`src/hw/rtl/okvt_pkg.sv`:
```
// ============================================================================
// okvt_pkg
// Shared types and constants for the ordered key/value table.
// ============================================================================
package okvt_pkg;

	localparam int CAPACITY    = 16;
	localparam int KEY_WIDTH   = 32;
	localparam int VALUE_WIDTH = 32;

	localparam int REQ_WIDTH   = 3;
	localparam int INDEX_WIDTH = 4;
	localparam int COUNT_WIDTH = 5;   // width of the entry_count field

	// internal count, wide enough to hold CAPACITY itself
	localparam int CNT_W = $clog2(CAPACITY + 1);
	// width used to compare a request index against count and cell positions
	localparam int CMP_W = (CNT_W > INDEX_WIDTH) ? CNT_W : INDEX_WIDTH;

	typedef enum logic [REQ_WIDTH-1:0] {
		REQ_INSERT     = 3'd0,
		REQ_UPDATE     = 3'd1,
		REQ_INS_UPD    = 3'd2,
		REQ_ERASE      = 3'd3,
		REQ_CONTAINS   = 3'd4,
		REQ_GET_KEY    = 3'd5,
		REQ_GET_INDEX  = 3'd6,
		REQ_RESERVED   = 3'd7
	} okvt_req_t;

	typedef enum logic {
		ST_IDLE,
		ST_APPLY
	} okvt_state_t;

	// broadcast from the control to every cell
	typedef struct packed {
		logic                   cmp;        // latch a fresh match flag
		logic [KEY_WIDTH-1:0]   cmp_key;
		logic                   apply;      // commit the request this cycle
		logic                   insert;     // tail cell loads key/value
		logic                   set_value;  // matching cell takes new value
		logic                   erase;      // cells at or after the match shift down
		logic [KEY_WIDTH-1:0]   key;
		logic [VALUE_WIDTH-1:0] value;
	} okvt_cell_ctl_t;

endpackage

```
`src/hw/rtl/okvt_req_if.sv`:
```
// ============================================================================
// okvt_req_if
// Request channel: valid/ready handshake with the request payload.
// ============================================================================
interface okvt_req_if;
	import okvt_pkg::*;

	logic                   valid;
	logic                   ready;
	logic [REQ_WIDTH-1:0]   req_type;
	logic [KEY_WIDTH-1:0]   key;
	logic [VALUE_WIDTH-1:0] value;
	logic [INDEX_WIDTH-1:0] index;

	modport source (output valid, req_type, key, value, index, input ready);
	modport sink   (input valid, req_type, key, value, index, output ready);

endinterface

```
`src/hw/rtl/okvt_rsp_if.sv`:
```
// ============================================================================
// okvt_rsp_if
// Result channel: valid/ready handshake with the result payload.
// ============================================================================
interface okvt_rsp_if;
	import okvt_pkg::*;

	logic                   valid;
	logic                   ready;
	logic                   ok;
	logic [KEY_WIDTH-1:0]   found_key;
	logic [VALUE_WIDTH-1:0] found_value;
	logic [COUNT_WIDTH-1:0] entry_count;

	modport source (output valid, ok, found_key, found_value, entry_count, input ready);
	modport sink   (input valid, ok, found_key, found_value, entry_count, output ready);

endinterface

```
`src/hw/rtl/okvt_cell.sv`:
```
// ============================================================================
// okvt_cell
// One table slot: holds a key/value pair, compares against the broadcast key,
// and loads, updates or takes its right neighbor's pair on commit.
// ============================================================================
module okvt_cell (
	input  logic                                clk,
	input  logic                                arst_n,
	input  okvt_pkg::okvt_cell_ctl_t            ctl,
	input  logic                                occupied,  // position < count
	input  logic                                tail,      // position == count
	input  logic                                seen_in,   // match left of here
	input  logic [okvt_pkg::KEY_WIDTH-1:0]      nbr_key,
	input  logic [okvt_pkg::VALUE_WIDTH-1:0]    nbr_value,
	output logic                                seen_out,
	output logic                                match,
	output logic [okvt_pkg::KEY_WIDTH-1:0]      key,
	output logic [okvt_pkg::VALUE_WIDTH-1:0]    value
);
	import okvt_pkg::*;

	logic                   match_q;
	logic [KEY_WIDTH-1:0]   key_q;
	logic [VALUE_WIDTH-1:0] value_q;

	always_ff @(posedge clk or negedge arst_n) begin
		if (!arst_n) begin
			match_q <= 1'b0;
		end else if (ctl.cmp) begin
			match_q <= occupied && (key_q == ctl.cmp_key);
		end
	end

	// payload, no reset
	always_ff @(posedge clk) begin
		if (ctl.apply) begin
			if (ctl.insert && tail) begin
				key_q   <= ctl.key;
				value_q <= ctl.value;
			end else if (ctl.set_value && match_q) begin
				value_q <= ctl.value;
			end else if (ctl.erase && (seen_in || match_q)) begin
				key_q   <= nbr_key;
				value_q <= nbr_value;
			end
		end
	end

	assign seen_out = seen_in || match_q;
	assign match    = match_q;
	assign key      = key_q;
	assign value    = value_q;

endmodule

```
`src/hw/rtl/ordered_key_value_table.sv`:
```
// ============================================================================
// ordered_key_value_table
// Bounded key/value table in insertion order, built as a row of slot cells.
// ============================================================================
// Usage:
//   req  (sink)  : one request per handshake: req_type, key, value, index.
//   rsp  (source): one result per request: ok, found_key, found_value,
//                  entry_count (entries after the request).
// Operation:
//   - On accept every cell compares its key with the request key in
//     parallel and registers a match flag.
//   - Once the output register is free the control commits: the tail cell
//     loads an insert, the matching cell takes an update, and on erase every
//     cell at or after the match takes its right neighbor's pair (order kept).
// Flow:
//   - Each request takes a compare step and then a commit step; the result
//     is registered in the output register on commit.
//   - One request in flight; a new request is taken while an earlier result
//     still sits in the output register.
// Stall: if rsp is not taken, commit waits until the output register frees.
// Reset: the entry count clears to zero; slot contents are left as they are
//   and only occupied slots are ever read.
// ============================================================================
module ordered_key_value_table (
	input  logic        clk,
	input  logic        arst_n,
	okvt_req_if.sink    req,
	okvt_rsp_if.source  rsp
);
	import okvt_pkg::*;

	okvt_state_t state_q, state_d;

	// request held for the commit cycle
	okvt_req_t              req_type_s1;
	logic [KEY_WIDTH-1:0]   key_s1;
	logic [VALUE_WIDTH-1:0] value_s1;
	logic [INDEX_WIDTH-1:0] index_s1;

	logic [CNT_W-1:0] count_q;
	logic [CNT_W-1:0] count_d;

	// result register
	logic                   rsp_valid_q;
	logic                   rsp_ok_q;
	logic [KEY_WIDTH-1:0]   rsp_key_q;
	logic [VALUE_WIDTH-1:0] rsp_value_q;
	logic [COUNT_WIDTH-1:0] rsp_count_q;

	logic accept;
	logic apply_go;

	okvt_cell_ctl_t         ctl;
	logic [CAPACITY-1:0]    match;
	logic [CAPACITY:0]      seen;
	logic [KEY_WIDTH-1:0]   cell_key   [CAPACITY];
	logic [VALUE_WIDTH-1:0] cell_value [CAPACITY];

	logic                   hit;
	logic                   full;
	logic                   idx_ok;
	logic [VALUE_WIDTH-1:0] hit_value;
	logic [KEY_WIDTH-1:0]   idx_key;
	logic [VALUE_WIDTH-1:0] idx_value;

	logic                   res_ok;
	logic [KEY_WIDTH-1:0]   res_key;
	logic [VALUE_WIDTH-1:0] res_value;
	logic                   do_insert;
	logic                   do_set;
	logic                   do_erase;

	// ---------------- control FSM ----------------
	always_comb begin
		state_d = state_q;
		case (state_q)
			ST_IDLE:  if (accept)   state_d = ST_APPLY;
			ST_APPLY: if (apply_go) state_d = ST_IDLE;
			default:  state_d = ST_IDLE;
		endcase
	end

	always_comb begin
		req.ready = 1'b0;
		apply_go  = 1'b0;
		case (state_q)
			ST_IDLE:  req.ready = 1'b1;
			ST_APPLY: apply_go  = !rsp_valid_q || rsp.ready;
			default: begin
				req.ready = 1'b0;
				apply_go  = 1'b0;
			end
		endcase
	end

	assign accept = req.valid && req.ready;

	always_ff @(posedge clk or negedge arst_n) begin
		if (!arst_n) begin
			state_q <= ST_IDLE;
		end else begin
			state_q <= state_d;
		end
	end

	always_ff @(posedge clk) begin
		if (accept) begin
			req_type_s1 <= okvt_req_t'(req.req_type);
			key_s1      <= req.key;
			value_s1    <= req.value;
			index_s1    <= req.index;
		end
	end

	// ---------------- lookups over the match flags ----------------
	assign hit    = |match;
	assign full   = (count_q == CNT_W'(CAPACITY));
	assign idx_ok = (CMP_W'(index_s1) < CMP_W'(count_q));

	// keys are unique among occupied slots, so at most one flag is set
	always_comb begin
		hit_value = '0;
		idx_key   = '0;
		idx_value = '0;
		for (int i = 0; i < CAPACITY; i++) begin
			if (match[i]) hit_value = hit_value | cell_value[i];
			if (CMP_W'(i) == CMP_W'(index_s1)) begin
				idx_key   = cell_key[i];
				idx_value = cell_value[i];
			end
		end
	end

	// ---------------- request decode ----------------
	always_comb begin
		res_ok    = 1'b0;
		res_key   = key_s1;
		res_value = '0;
		do_insert = 1'b0;
		do_set    = 1'b0;
		do_erase  = 1'b0;
		count_d   = count_q;
		case (req_type_s1)
			REQ_INSERT: begin
				do_insert = !hit && !full;
				res_ok    = do_insert;
			end
			REQ_UPDATE: begin
				do_set = hit;
				res_ok = hit;
			end
			REQ_INS_UPD: begin
				do_set    = hit;
				do_insert = !hit && !full;
				res_ok    = do_set || do_insert;
			end
			REQ_ERASE: begin
				do_erase = hit;
				res_ok   = hit;
			end
			REQ_CONTAINS: begin
				res_ok = hit;
			end
			REQ_GET_KEY: begin
				res_ok    = hit;
				res_value = hit_value;
			end
			REQ_GET_INDEX: begin
				res_ok = idx_ok;
				if (idx_ok) begin
					res_key   = idx_key;
					res_value = idx_value;
				end
			end
			default: res_ok = 1'b0;   // reserved type: no-op
		endcase
		if (do_insert) count_d = count_q + CNT_W'(1);
		if (do_erase)  count_d = count_q - CNT_W'(1);
	end

	always_ff @(posedge clk or negedge arst_n) begin
		if (!arst_n) begin
			count_q <= '0;
		end else if (apply_go) begin
			count_q <= count_d;
		end
	end

	// ---------------- cell row ----------------
	always_comb begin
		ctl.cmp       = accept;
		ctl.cmp_key   = req.key;
		ctl.apply     = apply_go;
		ctl.insert    = do_insert;
		ctl.set_value = do_set;
		ctl.erase     = do_erase;
		ctl.key       = key_s1;
		ctl.value     = value_s1;
	end

	assign seen[0] = 1'b0;

	for (genvar g = 0; g < CAPACITY; g++) begin : g_cell
		logic [KEY_WIDTH-1:0]   nbr_key;
		logic [VALUE_WIDTH-1:0] nbr_value;

		// last slot has no right neighbor; what it takes on erase is unused
		if (g == CAPACITY - 1) begin : g_last
			assign nbr_key   = cell_key[g];
			assign nbr_value = cell_value[g];
		end else begin : g_mid
			assign nbr_key   = cell_key[g+1];
			assign nbr_value = cell_value[g+1];
		end

		okvt_cell u_cell (
			.clk       (clk),
			.arst_n    (arst_n),
			.ctl       (ctl),
			.occupied  (count_q > CNT_W'(g)),
			.tail      (count_q == CNT_W'(g)),
			.seen_in   (seen[g]),
			.nbr_key   (nbr_key),
			.nbr_value (nbr_value),
			.seen_out  (seen[g+1]),
			.match     (match[g]),
			.key       (cell_key[g]),
			.value     (cell_value[g])
		);
	end

	// ---------------- result register ----------------
	always_ff @(posedge clk or negedge arst_n) begin
		if (!arst_n) begin
			rsp_valid_q <= 1'b0;
		end else if (apply_go) begin
			rsp_valid_q <= 1'b1;
		end else if (rsp.ready) begin
			rsp_valid_q <= 1'b0;
		end
	end

	always_ff @(posedge clk) begin
		if (apply_go) begin
			rsp_ok_q    <= res_ok;
			rsp_key_q   <= res_key;
			rsp_value_q <= res_value;
			rsp_count_q <= COUNT_WIDTH'(count_d);
		end
	end

	assign rsp.valid       = rsp_valid_q;
	assign rsp.ok          = rsp_ok_q;
	assign rsp.found_key   = rsp_key_q;
	assign rsp.found_value = rsp_value_q;
	assign rsp.entry_count = rsp_count_q;

	// ---------------- assertions ----------------
	a_match_unique: assert property (@(posedge clk) disable iff (!arst_n)
		$onehot0(match))
		else $error("more than one slot matched the request key");

	a_count_bound: assert property (@(posedge clk) disable iff (!arst_n)
		count_q <= CNT_W'(CAPACITY))
		else $error("entry count above capacity");

	a_erase_count: assert property (@(posedge clk) disable iff (!arst_n)
		apply_go && do_erase |=> count_q == $past(count_q) - CNT_W'(1))
		else $error("erase did not drop the entry count");

	a_no_commit_over_result: assert property (@(posedge clk) disable iff (!arst_n)
		apply_go |-> !rsp_valid_q || rsp.ready)
		else $error("commit would overwrite an untaken result");

endmodule
```
`src/flat_wrapper.sv`:
```
// flat-port wrapper written by rule: the top's interface ports become plain ports
module ordered_key_value_table_flat import okvt_pkg::*;
  (clk, arst_n, req_valid, req_req_type, req_key, req_value, req_index, req_ready, rsp_valid, rsp_ok, rsp_found_key, rsp_found_value, rsp_entry_count, rsp_ready);
  okvt_req_if req_i ();
  okvt_rsp_if rsp_i ();
  input  logic clk;
  input  logic arst_n;
  input wire logic [$bits(req_i.valid)-1:0] req_valid;
  input wire logic [$bits(req_i.req_type)-1:0] req_req_type;
  input wire logic [$bits(req_i.key)-1:0] req_key;
  input wire logic [$bits(req_i.value)-1:0] req_value;
  input wire logic [$bits(req_i.index)-1:0] req_index;
  output wire logic [$bits(req_i.ready)-1:0] req_ready;
  output wire logic [$bits(rsp_i.valid)-1:0] rsp_valid;
  output wire logic [$bits(rsp_i.ok)-1:0] rsp_ok;
  output wire logic [$bits(rsp_i.found_key)-1:0] rsp_found_key;
  output wire logic [$bits(rsp_i.found_value)-1:0] rsp_found_value;
  output wire logic [$bits(rsp_i.entry_count)-1:0] rsp_entry_count;
  input wire logic [$bits(rsp_i.ready)-1:0] rsp_ready;
  assign req_i.valid = req_valid;
  assign req_i.req_type = req_req_type;
  assign req_i.key = req_key;
  assign req_i.value = req_value;
  assign req_i.index = req_index;
  assign req_ready = req_i.ready;
  assign rsp_valid = rsp_i.valid;
  assign rsp_ok = rsp_i.ok;
  assign rsp_found_key = rsp_i.found_key;
  assign rsp_found_value = rsp_i.found_value;
  assign rsp_entry_count = rsp_i.entry_count;
  assign rsp_i.ready = rsp_ready;
  ordered_key_value_table u_core (.clk(clk), .arst_n(arst_n), .req(req_i), .rsp(rsp_i));
endmodule
```
`config.mk`:
```
export PLATFORM = sky130hd
export DESIGN_NAME = ordered_key_value_table_flat
export DESIGN_NICKNAME = d
export VERILOG_FILES = /design/src/hw/rtl/okvt_pkg.sv /design/src/hw/rtl/okvt_req_if.sv /design/src/hw/rtl/okvt_rsp_if.sv /design/src/hw/rtl/okvt_cell.sv /design/src/hw/rtl/ordered_key_value_table.sv /design/src/flat_wrapper.sv
export SDC_FILE = /design/constraint.sdc
export NUM_CORES = 2
export LEC_CHECK = 0
export BUFFER_PORTS_ARGS = -buffer_cell sky130_fd_sc_hd__buf_2
export CORE_MARGIN = 5
export CORE_UTILIZATION = 40
export DETAILED_ROUTE_END_ITERATION = 16
export GPL_ROUTABILITY_DRIVEN = 0
export PLACE_DENSITY_LB_ADDON = 0.08
export SYNTH_ARGS = -nofsm -noshare
export SYNTH_HDL_FRONTEND = slang
export SYNTH_HIERARCHICAL = 1
export SYNTH_SLANG_ARGS = --single-unit
export TNS_END_PERCENT = 30
```
`constraint.sdc`:
```
create_clock -name clk -period 9.8 [get_ports clk]
set_clock_uncertainty 0.15 [all_clocks]
set_input_delay 1.47 -clock clk [delete_from_list [all_inputs] [get_ports clk]]
set_output_delay 1.47 -clock clk [all_outputs]
set_load 0.02 [all_outputs]
```
==> flow_summary.yaml <==
pwr:
  p_sw_share_pct: 31.8
  finalPower_mw: 14.1
  p_int_mw: 9.64
  seq_power_share_pct: 43.7
  max-vdd-ir-drop_uv: 193
  clockPowerShare_pct: 37.5
  combPwrFrac_pct: 18.8
  power_density_nw_per_um2: 186
  p_leak_nw: 24.8
  p_switching_mw: 4.50
synthesis:
  synth_top_cell_area_share_pct: 51.6
  synth_flop_cell: "edfxtp_1"
  synth.area.top_cells: "edfxtp_1, mux2_2, mux2_1, xor2_1, xnor2_1"
  synth_edf_count: 1165
  synth.distinct_cells: 84
  synthArstFlopShare_pct: 1.94
  syn_avg_cell_area_um2: 13.4
  synth_top_family_by_area: "multiplexers"
  synth_xor_area_share_pct: 6.70
  syn_inst: 5082
  syn_nets: 5165
  netlist_area_um2: 67800
  synthMuxAreaShare_pct: 21.4
  synth_compound_area_share_pct: 11.2
  ys_ff_latch: 1188
  ys_warn_count: 6
  synth-seq-area-share_pct: 52.4
  yosys.area_share.simple_pct: 5.66
  yosysTopAreaCell: "edfxtp_1"
  synth_fa_ha_area_share_pct: 0.148
grt:
  grt_pass1_vias: 49507
  grt_pass1_wl_um: 407000
  grt_max_degree: 99
  antenna_found_initial: 6
  grt-ovfl-total: 0
  grt.total_usage_pct: 32.0
route:
  wl_per_cell_um: 39.2
  vias: 49747
  drcViolationCount: 0
  drtAntennaViolNets: 0
  wl_um: 294000
  drtPass1Iterations: 8
  vias_per_cell: 6.62
  drtIter0Drc: 5999
critical_path:
  cp-end-kind: "flop"
  r2r_cells: 21
  max_stage_delay_ps: 410
  path_class: "flop to flop"
  critPathSlowestCell: "buf_4"
  rr_endpoint: "u_core/g_cell[15].u_cell/key[28]$_DFFE_PP_"
  timing.reg2reg.setup_slack_ps: 4010
  cp.required_ps: 10110
  cp_common_cell: "or2_1"
  cp_max_fo: 37
  path_cells: "buf_4, or2_1, or2_1, or2_1, or2_1, or2_1, or2_1, or2_1, or2_1, or2_1, or2_1, or2_1, or2_1, or2_1, or2_1, or2_1, or2_1, nand2_1, a21o_1, a21boi_4, buf_4"
  startpoint_type: "flop"
  critPathArrivalTime_ps: 6110
  rr_startpoint: "u_core/g_cell[0].u_cell/match$_DFFE_PN0P_"
clocking:
  clk_pin_slew_ps: 60
  ctsHoldBuffers: 0
  h-tree-depth: 4
  cts_resized: 0
  cts_tree: "yes"
  clockBufferDepth: 3
  cts_root_buf: "clkbuf_16"
  clock_latency_ps: 820
  clkSinkCount: 1188
  numCtsBuffers: 145
  cts_setup_buffers: 0
floorplanning:
  fp-row-count: 151
  core_area_um2: 169000
  die_w_um: 422
  pin_count: 147
  start_util_pct: 40.1
  die_h_um: 422
  dieArea_um2: 178000
timing:
  setup_viol: 0
  slew_headroom_pct: 7.34
  finalHoldViolCount: 0
  rsz0062_at_grt: "no"
  fmax_ghz: 0.173
  whs_ps: 365
  fin_crit_ps: 5790
  tns_ps: 0
  slew_viol_final: 0
  worst_pin_slew_ps: 1390
  period_share_pct: 59.1
worst_hold_path:
  min_to: "u_core/rsp.valid$_DFFE_PN0P_"
  min-delay-start: "u_core/rsp.valid$_DFFE_PN0P_"
  whs_path_depth: 2
  min_path_type: "flop to flop"
placement:
  dpl_cell_area_um2: 71400
  port_buffers: 146
  dp_hpwl_um: 178000
final_layout:
  finalNetCount: 5262
  final_area_um2: 76000
  syn_to_final_growth_pct: 12.0
  drive_above_1_share_pct: 23.4
run_status:
  status: "complete, no violations"
job:
  max_cap_viol_count: 0
[per-stage QoR]
step | utilization, % | worst slack (ps) | std cells
finish | 44.9 | 4010 | 7512
global route | 44.9 | 3840 | 7507
CTS | 44.9 | 4130 | 7505
detailed placement | 42.2 | 4180 | 7250
global placement | 42.2 | 4070 | 7250
floorplan | - | 2590 | 5082
[synth_stat cells (20+ instances only)]
| master | count |
|---|---|
| o211ai_1 | 20 |
| a221oi_1 | 108 |
| nor4_1 | 84 |
| a31oi_1 | 26 |
| nand2_1 | 183 |
| xor2_1 | 320 |
| xnor2_1 | 199 |
| a211oi_1 | 21 |
| edfxtp_1 | 1165 |
| mux2_2 | 536 |
| buf_1 | 63 |
| a22oi_1 | 160 |
| a21boi_0 | 32 |
| o22ai_1 | 44 |
| nor2_1 | 126 |
| mux4_2 | 72 |
| inv_1 | 29 |
| nand4_1 | 85 |
| mux2i_1 | 90 |
| a22o_1 | 98 |
| clkbuf_1 | 102 |
| buf_2 | 127 |
| a21oi_1 | 156 |
| nor2b_1 | 25 |
| buf_4 | 23 |
| mux2_1 | 528 |
| dfrtp_1 | 23 |
| nor3_1 | 26 |
| a21o_1 | 20 |
| o21ai_0 | 203 |
| nand3_1 | 67 |
[state kept, by name (all words and copies together), names as in the netlist]
register / cells
u_core/count_q: 5
u_core/g_cell.u_cell/key: 512
u_core/g_cell.u_cell/match: 16
u_core/g_cell.u_cell/value: 512
u_core/index_s1: 4
u_core/key_s1: 32
u_core/req_type_s1: 3
u_core/rsp.entry_count: 5
u_core/rsp.found_key: 32
u_core/rsp.found_value: 32
u_core/rsp.ok: 1
u_core/rsp.valid: 1
u_core/state_q: 1
u_core/value_s1: 32
[cell usage in the layout, fill, tap and decap left out, drive strengths merged, types with 131 or more instances in the layout]
| cell type | Yosys | layout |
|---|---|---|
| a21oi | 156 | 156 |
| a22oi | 160 | 160 |
| buf | 223 | 275 |
| clkbuf | 102 | 190 |
| edfxtp | 1165 | 1165 |
| mux2 | 1064 | 1064 |
| nand2 | 183 | 183 |
| nor2 | 131 | 131 |
| o21ai | 212 | 212 |
| xnor2 | 199 | 199 |
| xor2 | 320 | 320 |
[per-layer routing]
metal  wire, µm  up-vias  global-route usage, %  part of all wire [%]
li1           -    20392                      -                     -
met1     113000    25591                   39.5                    38
met2     137000     2882                   52.6                    47
met3      24000      882                   6.39                   8.2
met4      20800        0                   18.3                   7.1
met5          0        -                      0                     0
[how the worst max path moves through the flow]
| stage | start | end | slack (ps) | cells past startpoint |
|---|---|---|---|---|
| finish | u_core/g_cell[0].u_cell/match$_DFFE_PN0P_ | u_core/g_cell[15].u_cell/key[28]$_DFFE_PP_ | 4010 | 21 |
| global route | u_core/g_cell[0].u_cell/match$_DFFE_PN0P_ | u_core/g_cell[15].u_cell/key[28]$_DFFE_PP_ | 3840 | 21 |
| CTS | u_core/g_cell[0].u_cell/match$_DFFE_PN0P_ | u_core/g_cell[15].u_cell/key[28]$_DFFE_PP_ | 4130 | 21 |
| detailed placement | u_core/g_cell[0].u_cell/match$_DFFE_PN0P_ | u_core/g_cell[15].u_cell/key[28]$_DFFE_PP_ | 4180 | 21 |
| global placement | u_core/g_cell[0].u_cell/match$_DFFE_PN0P_ | u_core/g_cell[15].u_cell/key[28]$_DFFE_PP_ | 4070 | 21 |
| floorplan | req_valid | u_core/g_cell[0].u_cell/match$_DFFE_PN0P_ | 2590 | 4 |
[critical path: cells and delay by family (launching register included)]
| kind | cells | cell delay [ps] |
|---|---|---|
| AOI/OAI and AO/OA | 2 | 220 |
| and+or+nand+nor | 17 | 3890 |
| DFF | 1 | 390 |
| buffers and inverters | 2 | 760 |
[cell families after synthesis]
logic type,Yosys count
AO/OA/AOI/OAI,1073
adder cells (fa/ha/maj),8
multiplexers,1226
buffers and inverters,359
AND/OR/NAND/NOR,708
flip-flops,1188
other,1
XOR/XNOR,519
[cell type report]
class                           count  area [µm²]
Clock inverter                     65         608
Fill cell                       15331       93100
Sequential cell                  1188       35600
Tap cell                         2218        2780
Antenna cell                        7        17.5
Inverter                           34         134
Clock buffer                      190        3910
Multi-Input combinational cell   3535       31200
Timing Repair Buffer              275        1760
[power groups by stage]
| stage | Sequential (mW) | Clock, mW | Combinational (mW) |
|---|---|---|---|
| after floorplan | 6.21 | 0 | 1.34 |
| after global placement | 6.29 | 0 | 2.60 |
| after detailed placement | 6.29 | 0 | 2.61 |
| after CTS | 6.19 | 5.41 | 2.61 |
| after global routing | 6.20 | 5.62 | 2.73 |
| final | 6.18 | 5.31 | 2.65 |
Note: power is estimated with default switching activity, not from simulation.
